<file path="src/rtl/vmnom_pkg.sv">
package vmnom_pkg;

    localparam int DimW       = 4;
    localparam int PosW       = 3;
    localparam int LabelW     = 4;
    localparam int DefMaxDim  = 8;
    localparam int MinDim     = 2;
    localparam logic [DimW-1:0] DimReset = 4'd8;

    typedef enum logic [2:0] {
        ST_IDLE,
        ST_DIAG,
        ST_EMIT,
        ST_DRAIN1,
        ST_DRAIN2
    } vmnom_state_t;

    // Travels with each memory read so that it lines up with the read data.
    typedef struct packed {
        logic              diag_we;
        logic              emit_v;
        logic [PosW-1:0]   idx;
        logic [PosW-1:0]   row;
        logic [PosW-1:0]   col;
        logic              run_end;
        logic [DimW-1:0]   dim;
    } vmnom_tag_t;

    function automatic logic [DimW-1:0] clamp_dim(input logic [DimW-1:0] cfg,
                                                  input logic [DimW-1:0] max_dim);
        logic [DimW-1:0] d;
        d = cfg;
        if (cfg < DimW'(MinDim)) d = DimW'(MinDim);
        else if (cfg > max_dim) d = max_dim;
        return d;
    endfunction

endpackage

</file>
<file path="src/rtl/vine_matrix_natural_order_max.sv">
// A load is taken while the block is not busy; an entry outside the triangle
// is dropped. After the request marked last, the block is busy for d reads of
// the anti-diagonal, one entry memory read per result, then DRAIN1 and DRAIN2.
// Results follow the registered memory read and output registers, one per
// cycle; the receiver cannot stall. Reset is asynchronous: the block goes idle
// and the dimension returns to 8; stored entries are not cleared.
module vine_matrix_natural_order_max #(
    parameter int MAX_DIM = vmnom_pkg::DefMaxDim
) (
    input  logic                              clk,
    input  logic                              rst_n,
    input  logic                              cfg_valid,
    output logic                              cfg_ready,
    input  logic [vmnom_pkg::DimW-1:0]        cfg_data,
    input  logic                              start,
    output logic                              busy,
    input  logic [vmnom_pkg::PosW-1:0]        row,
    input  logic [vmnom_pkg::PosW-1:0]        col,
    input  logic [vmnom_pkg::LabelW-1:0]      label,
    input  logic                              last,
    output logic                              result_valid,
    output logic [vmnom_pkg::PosW-1:0]        out_row,
    output logic [vmnom_pkg::PosW-1:0]        out_col,
    output logic [vmnom_pkg::LabelW-1:0]      natural_label,
    output logic [vmnom_pkg::LabelW-1:0]      max_label,
    output logic                              need_first_hfunc,
    output logic                              need_second_hfunc,
    output logic                              run_end
);
    import vmnom_pkg::*;

    localparam int AddrW = 2 * $clog2(MAX_DIM);

    logic [DimW-1:0]   vine_dimension_reg;
    logic [DimW-1:0]   cur_dim;
    logic              wr_en;
    logic [AddrW-1:0]  wr_addr;
    logic [AddrW-1:0]  rd_addr;
    logic [LabelW-1:0] rd_data;
    vmnom_tag_t        tag;

    assign cfg_ready = 1'b1;
    assign cur_dim   = clamp_dim(vine_dimension_reg, DimW'(MAX_DIM));

    always_ff @(posedge clk or negedge rst_n)
    begin
        if (!rst_n)
        begin
            vine_dimension_reg <= DimReset;
        end
        else if (cfg_valid && cfg_ready)
        begin
            vine_dimension_reg <= cfg_data;
        end
    end

    vmnom_ctrl #(
        .MAX_DIM (MAX_DIM)
    ) u_ctrl (
        .clk     (clk),
        .rst_n   (rst_n),
        .start   (start),
        .last    (last),
        .row     (row),
        .col     (col),
        .cfg_dim (cur_dim),
        .busy    (busy),
        .wr_en   (wr_en),
        .wr_addr (wr_addr),
        .rd_addr (rd_addr),
        .tag     (tag)
    );

    vmnom_entry_mem #(
        .MAX_DIM (MAX_DIM)
    ) u_mem (
        .clk     (clk),
        .wr_en   (wr_en),
        .wr_addr (wr_addr),
        .wr_data (label),
        .rd_addr (rd_addr),
        .rd_data (rd_data)
    );

    vmnom_relabel #(
        .MAX_DIM (MAX_DIM)
    ) u_relabel (
        .clk               (clk),
        .rst_n             (rst_n),
        .tag               (tag),
        .rd_data           (rd_data),
        .result_valid      (result_valid),
        .out_row           (out_row),
        .out_col           (out_col),
        .natural_label     (natural_label),
        .max_label         (max_label),
        .need_first_hfunc  (need_first_hfunc),
        .need_second_hfunc (need_second_hfunc),
        .run_end           (run_end)
    );

endmodule

</file>
<file path="src/rtl/vmnom_entry_mem.sv">
module vmnom_entry_mem #(
    parameter int MAX_DIM = vmnom_pkg::DefMaxDim
) (
    input  logic                                    clk,
    input  logic                                    wr_en,
    input  logic [2*$clog2(MAX_DIM)-1:0]            wr_addr,
    input  logic [vmnom_pkg::LabelW-1:0]            wr_data,
    input  logic [2*$clog2(MAX_DIM)-1:0]            rd_addr,
    output logic [vmnom_pkg::LabelW-1:0]            rd_data
);
    import vmnom_pkg::*;

    localparam int RowW     = $clog2(MAX_DIM);
    localparam int MemDepth = 1 << (2 * RowW);

    logic [LabelW-1:0] mem [MemDepth];

    always_ff @(posedge clk)
    begin
        if (wr_en)
        begin
            mem[wr_addr] <= wr_data;
        end
    end

    always_ff @(posedge clk)
    begin
        rd_data <= mem[rd_addr];
    end

endmodule

</file>
<file path="src/rtl/vmnom_ctrl.sv">
module vmnom_ctrl #(
    parameter int MAX_DIM = vmnom_pkg::DefMaxDim
) (
    input  logic                                clk,
    input  logic                                rst_n,
    input  logic                                start,
    input  logic                                last,
    input  logic [vmnom_pkg::PosW-1:0]          row,
    input  logic [vmnom_pkg::PosW-1:0]          col,
    input  logic [vmnom_pkg::DimW-1:0]          cfg_dim,
    output logic                                busy,
    output logic                                wr_en,
    output logic [2*$clog2(MAX_DIM)-1:0]        wr_addr,
    output logic [2*$clog2(MAX_DIM)-1:0]        rd_addr,
    output vmnom_pkg::vmnom_tag_t               tag
);
    import vmnom_pkg::*;

    localparam int RowW = $clog2(MAX_DIM);

    vmnom_state_t    state_reg, state_next;
    logic [PosW-1:0] cnt_reg, cnt_next;
    logic [PosW-1:0] row_reg, row_next;
    logic [PosW-1:0] col_reg, col_next;
    logic [DimW-1:0] dim_reg, dim_next;
    vmnom_tag_t      tag_reg, tag_next;
    logic            accept;
    logic            diag_done;
    logic            col_end;
    logic            walk_done;
    logic [DimW-1:0] diag_row;

    assign busy      = (state_reg != ST_IDLE);
    assign accept    = start && !busy;
    assign diag_done = ({1'b0, cnt_reg} == dim_reg - 4'd1);
    assign col_end   = ({1'b0, row_reg} + {1'b0, col_reg} == dim_reg - 4'd1);
    assign walk_done = col_end && ({1'b0, col_reg} == dim_reg - 4'd1);
    assign diag_row  = dim_reg - 4'd1 - {1'b0, cnt_reg};
    assign tag       = tag_reg;

    // Next state.
    always_comb
    begin
        state_next = state_reg;
        unique case (state_reg)
            ST_IDLE:   if (accept && last) state_next = ST_DIAG;
            ST_DIAG:   if (diag_done) state_next = ST_EMIT;
            ST_EMIT:   if (walk_done) state_next = ST_DRAIN1;
            ST_DRAIN1: state_next = ST_DRAIN2;
            ST_DRAIN2: state_next = ST_IDLE;
            default:   state_next = ST_IDLE;
        endcase
    end

    // Outputs and counters.
    always_comb
    begin
        wr_en    = accept && ({1'b0, row} + {1'b0, col} < cfg_dim);
        wr_addr  = {row[RowW-1:0], col[RowW-1:0]};
        rd_addr  = {row_reg[RowW-1:0], col_reg[RowW-1:0]};
        cnt_next = '0;
        row_next = row_reg;
        col_next = col_reg;
        dim_next = dim_reg;
        tag_next = '0;
        tag_next.dim = dim_reg;
        unique case (state_reg) inside
            ST_IDLE:
            begin
                row_next = '0;
                col_next = '0;
                if (accept && last) dim_next = cfg_dim;
            end
            ST_DIAG:
            begin
                rd_addr          = {diag_row[RowW-1:0], cnt_reg[RowW-1:0]};
                cnt_next         = cnt_reg + 3'd1;
                tag_next.diag_we = 1'b1;
                tag_next.idx     = cnt_reg;
            end
            ST_EMIT:
            begin
                tag_next.emit_v  = 1'b1;
                tag_next.row     = row_reg;
                tag_next.col     = col_reg;
                tag_next.run_end = walk_done;
                if (col_end)
                begin
                    row_next = '0;
                    col_next = col_reg + 3'd1;
                end
                else
                begin
                    row_next = row_reg + 3'd1;
                end
            end
            ST_DRAIN1, ST_DRAIN2:
            begin
                row_next = '0;
                col_next = '0;
            end
            default:
            begin
                row_next = '0;
                col_next = '0;
            end
        endcase
    end

    always_ff @(posedge clk or negedge rst_n)
    begin
        if (!rst_n)
        begin
            state_reg <= ST_IDLE;
            cnt_reg   <= '0;
            row_reg   <= '0;
            col_reg   <= '0;
            dim_reg   <= DimReset;
            tag_reg   <= '0;
        end
        else
        begin
            state_reg <= state_next;
            cnt_reg   <= cnt_next;
            row_reg   <= row_next;
            col_reg   <= col_next;
            dim_reg   <= dim_next;
            tag_reg   <= tag_next;
        end
    end

`ifndef SYNTH
    a_tag_excl: assert property (@(posedge clk) disable iff (!rst_n)
        tag_reg.emit_v |-> !tag_reg.diag_we)
        else $error("diag capture and emit tag at once");

    a_tag_in_tri: assert property (@(posedge clk) disable iff (!rst_n)
        tag_reg.emit_v |-> ({1'b0, tag_reg.row} + {1'b0, tag_reg.col} < tag_reg.dim))
        else $error("emitted position outside the triangle");

    a_end_drain: assert property (@(posedge clk) disable iff (!rst_n)
        (tag_reg.emit_v && tag_reg.run_end) |-> (state_reg == ST_DRAIN1))
        else $error("final entry tag out of step with the sequencer");

    a_run_start: assert property (@(posedge clk) disable iff (!rst_n)
        $rose(busy) |-> $past(start && last))
        else $error("run started without a last request");
`endif

endmodule

</file>
<file path="src/rtl/vmnom_relabel.sv">
module vmnom_relabel #(
    parameter int MAX_DIM = vmnom_pkg::DefMaxDim
) (
    input  logic                              clk,
    input  logic                              rst_n,
    input  vmnom_pkg::vmnom_tag_t             tag,
    input  logic [vmnom_pkg::LabelW-1:0]      rd_data,
    output logic                              result_valid,
    output logic [vmnom_pkg::PosW-1:0]        out_row,
    output logic [vmnom_pkg::PosW-1:0]        out_col,
    output logic [vmnom_pkg::LabelW-1:0]      natural_label,
    output logic [vmnom_pkg::LabelW-1:0]      max_label,
    output logic                              need_first_hfunc,
    output logic                              need_second_hfunc,
    output logic                              run_end
);
    import vmnom_pkg::*;

    localparam int RowW = $clog2(MAX_DIM);
    localparam int LabW = $clog2(MAX_DIM + 1);

    logic [LabelW-1:0] diag_reg [MAX_DIM];
    // Per row and per max value: some earlier column had that max with a
    // natural label that differs from it (ne) or equals it (eq).
    logic [MAX_DIM:0]  ne_reg [MAX_DIM];
    logic [MAX_DIM:0]  eq_reg [MAX_DIM];
    logic [LabelW-1:0] max_run_reg;
    logic              valid_reg;

    logic [LabelW-1:0] nat;
    logic [LabelW-1:0] max_val;
    logic [DimW-1:0]   j;
    logic [RowW-1:0]   r_i;
    logic              first_f;
    logic              second_f;

    assign r_i = tag.row[RowW-1:0];
    assign j   = tag.dim - {1'b0, tag.col};

    // The smallest matching anti-diagonal column wins, so scan downward.
    always_comb
    begin
        nat = '0;
        for (int k = MAX_DIM - 1; k >= 0; k--)
        begin
            if ((DimW'(k) < tag.dim) && (diag_reg[k] == rd_data))
            begin
                nat = tag.dim - DimW'(k);
            end
        end
    end

    always_comb
    begin
        max_val = nat;
        if ((tag.row != '0) && (max_run_reg > nat)) max_val = max_run_reg;
    end

    always_comb
    begin
        first_f  = (tag.col != '0) && ({1'b0, tag.col} + 4'd2 <= tag.dim)
                   && ne_reg[r_i][j[LabW-1:0]];
        second_f = 1'b0;
        if (tag.col == '0)
        begin
            second_f = ({1'b0, tag.row} + 4'd2 <= tag.dim);
        end
        else if ({1'b0, tag.col} + 4'd2 <= tag.dim)
        begin
            if ({1'b0, tag.row} + 4'd1 < j) second_f = 1'b1;
            else second_f = eq_reg[r_i][j[LabW-1:0]];
        end
    end

    always_ff @(posedge clk)
    begin
        if (tag.diag_we)
        begin
            diag_reg[tag.idx[RowW-1:0]] <= rd_data;
            for (int r = 0; r < MAX_DIM; r++)
            begin
                ne_reg[r] <= '0;
                eq_reg[r] <= '0;
            end
        end
        if (tag.emit_v)
        begin
            max_run_reg <= max_val;
            if (nat != max_val) ne_reg[r_i][max_val[LabW-1:0]] <= 1'b1;
            else eq_reg[r_i][max_val[LabW-1:0]] <= 1'b1;
            out_row           <= tag.row;
            out_col           <= tag.col;
            natural_label     <= nat;
            max_label         <= max_val;
            need_first_hfunc  <= first_f;
            need_second_hfunc <= second_f;
            run_end           <= tag.run_end;
        end
    end

    always_ff @(posedge clk or negedge rst_n)
    begin
        if (!rst_n)
        begin
            valid_reg <= 1'b0;
        end
        else
        begin
            valid_reg <= tag.emit_v;
        end
    end

    assign result_valid = valid_reg;

endmodule

</file>
<file path="config.mk">
export PLATFORM = sky130hd
export DESIGN_NAME = vine_matrix_natural_order_max
export DESIGN_NICKNAME = d
export VERILOG_FILES = /design/src/rtl/vmnom_pkg.sv /design/src/rtl/vine_matrix_natural_order_max.sv /design/src/rtl/vmnom_entry_mem.sv /design/src/rtl/vmnom_ctrl.sv /design/src/rtl/vmnom_relabel.sv
export SDC_FILE = /design/constraint.sdc
export NUM_CORES = 1
export LEC_CHECK = 0
export ABC_CLOCK_PERIOD_IN_PS = 5100
export BUFFER_PORTS_ARGS = -buffer_cell sky130_fd_sc_hd__buf_4
export CORE_ASPECT_RATIO = 0.6
export CORE_MARGIN = 2
export CORE_UTILIZATION = 45
export DETAILED_ROUTE_END_ITERATION = 8
export GPL_ROUTABILITY_DRIVEN = 0
export HOLD_SLACK_MARGIN = 0.05
export PLACE_DENSITY_LB_ADDON = 0.3
export SLEW_MARGIN = 40
export SYNTH_ARGS = -nofsm -noshare
export SYNTH_HDL_FRONTEND = slang
export SYNTH_SLANG_ARGS = --single-unit
</file>
<file path="constraint.sdc">
create_clock -name clk -period 5.1 [get_ports clk]
set_input_delay 1.02 -clock clk [delete_from_list [all_inputs] [get_ports clk]]
set_output_delay 1.02 -clock clk [all_outputs]
set_load 0.005 [all_outputs]
</file>
Yosys cells after proc, flatten, opt, wreduce, memory -nomap -nowiden
Memories as Yosys holds them, arrays and structs flattened. A register that Yosys moved wholly into a read port is not among the register bits.
Index checks and enable logic that the tools add are counted.

word-level totals
  bits in registers = 54
  bits in writable memories = 432
  input bits = 19
  output and inout bits = 20
  word-level logic and storage cells = 150
  memories kept = 4

cells by class
  add/sub/neg operators = 18
  magnitude comparators = 18
  equality and inequality tests = 19
  mux-type cells = 44
  bitwise operators = 1
  reduce and logical (&&, ||, !) cells = 25

memories
  memory              words  width  rd ports  clocked after memory_dff  write ports  line                   RTL
  u_mem.mem           64     4      1         1                         1            vmnom_entry_mem.sv:16  logic [LabelW-1:0] mem [MemDepth];
  u_relabel.eq_reg    8      9      1         0                         9            vmnom_relabel.sv:26    logic [MAX_DIM:0] eq_reg [MAX_DIM];
  u_relabel.ne_reg    8      9      1         0                         9            vmnom_relabel.sv:25    logic [MAX_DIM:0] ne_reg [MAX_DIM];
  u_relabel.diag_reg  8      4      8         0                         1            vmnom_relabel.sv:22    logic [LabelW-1:0] diag_reg [MAX_DIM];

operator list
  cell                                                                     count
  4-bit two-way mux                                                        11
  4-bit equality test                                                      9
  3-bit two-way mux                                                        7
  9-bit two-way mux                                                        2
  1-bit logical AND                                                        16
  3-bit by 4-bit < comparator with 1-bit output, first input constant      4
  1-bit two-way mux                                                        16
  4-bit by 3-bit subtractor with 4-bit output, second input constant       4
  3-bit one-hot mux with 2 select lines                                    2
  3-bit one-hot mux with 4 select lines                                    1
  4-bit by 5-bit < comparator with 1-bit output, second input constant     2
  3-bit by 1-bit adder with 3-bit output, second input constant            3
  3-bit nonzero test                                                       3
  3-bit by 2-bit adder with 4-bit output, second input constant            2
  3-bit by 3-bit adder with 4-bit output                                   2
  1-bit binary-select mux with 4-bit select                                2
  3-bit by 4-bit equality test with 1-bit output                           2
  4-bit less-or-equal comparator                                           2
  1-bit by 4-bit < comparator with 1-bit output, first input constant      2
  2-bit by 4-bit < comparator with 1-bit output, first input constant      2
  4-bit < comparator                                                       2
  2-bit by 1-bit inequality test with 1-bit output, second input constant  4
  4-bit by 1-bit subtractor with 4-bit output, second input constant       2
  4-bit by 2-bit subtractor with 4-bit output, second input constant       2
  18 further kinds                                                         21

Logic depth before layout (Yosys ltp)
An unclocked memory read counts as a cell.

  depth in word-level cells = 19
  gate-level depth with buffers = 24
  mapped depth without buffers = 19

Modules after synthesis
A second synthesis with hierarchy kept.

second synthesis, totals
  cells, all modules = 1,615
  area, all modules = 22,122.5 µm²

modules (own cells, without submodules)
  module                         times used  cells an instance  area each (µm²)  sequential area each (µm²)
  vmnom_entry_mem                1           521                10,407.5         7,767.4
  vmnom_relabel                  1           918                9,796.9          4,379.2
  vmnom_ctrl                     1           159                1,732.9          802.0
  vine_matrix_natural_order_max  1           17                 185.2            101.3

Worst setup path after synthesis
OpenSTA, ideal clock, no wires.

  kind = register to register
  start point = reg u_ctrl.tag_reg, in the netlist u_ctrl.tag[2]
  end point = mem u_relabel.eq_reg[3][4] (netlist name)
  setup time = 0.071 ns
  arrival = 5.181 ns
  data required time = 5.029 ns
  path slack = -0.152 ns
  cell stages (with the launch flop) = 21
  path buffers = 3
  clock period less this slack = 5.252 ns
  cells stage by stage = dfrtp_1 > clkbuf_1 > inv_1 > ha_1 > a2111o_1 > nor3_2 > nor3_1 > o32a_1 > or2_2 > ha_1 > nor2b_1 > o211ai_1 > a21o_1 > clkbuf_1 > nor3_1 > o21ai_0 > o311a_1 > nand4b_4 > or4_1 > buf_6 > o2bb2ai_2

RTL lines
  what                    line                 RTL
  from (decl)             vmnom_ctrl.sv:26     vmnom_tag_t tag_reg, tag_next;
  from (signal assigned)  vmnom_ctrl.sv:128    tag_reg <= tag_next;
  to (decl)               vmnom_relabel.sv:26

==> metrics.md <==
| Metric | Value |
|---|---|
| Run status | `completed` |
| Final min period | `approximately 5000 ps` |
| DR vias/cell | `6.008` |
| Max Slew Vio Count | `0` |
| Clk_lat worst skew | `around 630 ps` |
| Num CTS Buffers | `46` |
| Pin count of the biggest net entering global routing | `69` |
| First-pass GRT wire length | `slightly below 90000 um` |
| Synthesis-to-finish area growth | `11.47%` |
| Worst-path cell chain | `inv_1, ha_1, o21ai_0, nand3_1, or2_2, o221a_2, o32a_1, or2_2, ha_1, nor2b_1, o211ai_1, a21o_1, buf_4, o21a_2, o211ai_1, or4_4, o2bb2ai_2` |
| Antenna violations before repair | `4` |
| Critical-path maximum fanout | `8` |
| Total design power | `around 7.7 mW` |
| CTS root buf | `clkbuf_16` |
| I/O Buffers | `37` |
| Post-Place Cell Area | `approximately 23000 um^2` |
| Die width | `292.2 um` |
| Residual DRC | `0` |
| Primary FF master, synth | `edfxtp_1` |
| Wl on met1 | `27530 um` |
| Fin. Hold Viols | `0` |
| Worst Path Required | `roughly 5600 ps` |
| Leakage | `approximately 8 nW` |
| Final worst slack | `between 150 and 200 ps` |
| Die Y-Extent | `approximately 180 um` |
| Pre-CTS setup slack | `slightly above 50 ps` |
| Slew @ Worst Pin | `around 840 ps` |
| Vias | `15290` |
| Die area | `between 50000 and 60000 um^2` |
| Mapped Nets | `1933` |
| Max reg flops | `between 200 and 300` |
| Dpl hpwl | `roughly 37000 um` |
| Setup crit start kind | `register` |
| Post-synthesis cell count | `about 1900` |
| ANT nets after route | `0` |
| CTS tree | `done` |
| Crit end category | `register` |
| Clk slew on worst S/H paths | `roughly 70 ps` |
| Flops & latches, synth | `a little under 500` |
| Layout Skew | `roughly 74 ps` |
| Final Cycle Share | `between 90% and 100%` |
| Wirelength, routed | `between 50000 and 60000 um` |
| Max clock buf depth | `3` |
| H-tree Lvls | `2` |
| I/O pins | `39` |
| Avg Cell Area, Syn | `about 12 um^2` |
| Mapped Area | `approximately 22000 um^2` |
| Max stage delay cell, worst path | `or4_4` |
| Relative slew slack | `roughly 44%` |
| Seq/Total Area, Yosys | `58.20%` |
| WL per Instance | `22.21 um` |
| Starting Density | `between 40% and 50%` |
| Max_cap viols | `0` |
| FP Rows | `63` |
| Met2 WL | `22740 um` |
| Final Setup Violations | `0` |
| Number of global-route vias before repair | `between 10000 and 15000` |
| Max Fclk | `203.1 MHz` |
| Max stage delay on crit path | `approximately 680 ps` |
| Nets | `between 1500 and 2000` |
| Pwr per Cell Area | `~310 nW/um^2` |
| Layout cells sized above 1 | `approximately 15%` |
| DRT Pass-1 Iters | `5` |
| Synthesis warning total | `0` |
| Clock Sinks | `a little under 500` |
| All-Layer GR Usage | `~22%` |
| Critical path class | `reg -> reg` |
| Final Cell Area | `24990 um^2` |
| Async set-reset flop share out of synthesis | `7.551%` |
| Initial DRC Count | `~1900` |
| Post-synth EDFFs | `305` |
| Tightest Hold Check Type | `in -> async` |
| Core area | `between 40000 and 50000 um^2` |
| CP arrival | `~5400 ps` |
| GR Overflow Total | `0` |
| Metal3 WL | `5309 um` |
| Distinct cell type count after synthesis | `around 90` |
| DR top layer | `met4` |
| Worst ir drop on vdd | `about 0.31 mV` |
==> report_power, final <==
group / switching, mW / leakage (nW) / internal, mW
logic: 0.0707 / 2.91 / 0.0239
clock network: 1.55 / 0.733 / 1.86
registers: 0.00192 / 4.39 / 4.20
==> worst paths after layout <==
kind                              startpoint                     end  slack, ps  depth (start not counted)
min reg2reg                u_ctrl.dim_reg[3]           u_ctrl.tag[3]        450                          0
min in group clk           u_ctrl.dim_reg[3]           u_ctrl.tag[3]        450                          0
max                            u_ctrl.tag[0]  u_relabel.eq_reg[3][4]        180                         17
min                                    rst_n           u_ctrl.tag[0]        380                          1
max in group asynchronous              rst_n           u_ctrl.tag[8]       4340                          1
max reg2reg                    u_ctrl.tag[0]  u_relabel.eq_reg[3][4]        180                         17
==> cell usage in the layout, fill, tap and decap left out, types with 29 or more instances in the layout <==
cell type,n
o32ai_1,102
a311oi_1,33
dfxtp_1,145
nand2_1,184
a31oi_1,33
buf_4,77
mux4_2,46
edfxtp_1,305
ha_1,52
a211oi_1,93
and2_0,43
inv_1,143
a21oi_1,50
o21ai_0,29
nor2_1,91
dfrtp_1,32
and2_1,31
clkbuf_16,46
==> what timing repair did <==
item | 4_1_cts | 5_1_grt
hold buffers | 0 | 0
setup endpoints to repair | 0 | 144
buffers inserted | 0 | 5
endpoints found under the hold margin | 0 | 0
resized for setup | 0 | 24
==> Yosys cell counts (all sizes together), types with 6 or more instances <==
cell type  number  area (um^2)
o2bb2ai         9        128.9
or2            10        62.56
clkbuf        103        386.6
ha             53        663.1
xnor2          27        236.5
or3             8        55.05
nand3b          6        45.04
nand2         184        690.7
a211oi         93        698.2
o32ai         110         1001
o211ai          8        60.06
or3b            7        61.31
a21o           10        75.07
a311oi         34        297.8
mux4           46         1036
dfxtp         148         2963
a31oi          33        206.5
nor3           19        105.1
dfrtp          35        875.8
and2           75        469.2
nor4            7        103.9
edfxtp        305         9159
nor2           92        345.3
a21oi          59        310.3
inv           146        548.0
nand3          22        110.1
nand2b         12        75.07
o21ai          34        170.2
o31ai           6        45.04
a32o           25        250.2
nor2b          11        68.82
xor2           25        219.0
buf            30        183.9
==> area by class of cell <==
class                   count  area (um^2)
multi-input cells        1086         8357
diodes                      3        7.507
fillers                  4134        24270
inverters                 148        555.5
flip-flops and latches    490        13060
clock buffers              63         1256
clock inverters            21        237.7
well taps                 650        813.3
repair buffers             84        704.4
==> critical path, delay by kind of cell, from the launching register on <==
| family | cells | cell delay [ps] |
|---|---|---|
| AOI/OAI and AO/OA | 8 | 1800 |
| adders and majority gates | 2 | 590 |
| buffers and inverters | 2 | 390 |
| DFF | 1 | 340 |
| and+or+nand+nor | 5 | 1700 |
==> cells by family (layout without fill, tap and decap cells) <==
kind of cell	after synthesis	count (layout)	share of synthesized area (%)
compound gates	452	452	15.99
fa+ha+maj	57	57	3.315
other cells	1	4	0.01673
mux	51	51	4.860
simple gates	473	473	10.56
flops	490	490	58.20
xor+xnor	52	52	2.031
buf+inv	281	316	5.022
==> per-layer routing <==
layer	up-vias	GRT usage (%)
li1	6974	-
met1	7573	34.68
met2	673	29.31
met3	71	4.847
met4	0	5.176
met5	-	0
==> through the flow <==
step                      hold WS [ps]  std cells  TNS [ps]  util (%)
after global routing             408.4       2545    -52.60     50.73
after detailed placement         434.0       2453         0     47.41
after floorplan                  394.7       1857         0         -
after CTS                        379.0       2537         0     50.44
final                            382.6       2545         0     50.73
after global placement           427.3       2452         0     47.37
Power figures use the tool's default switching activity.
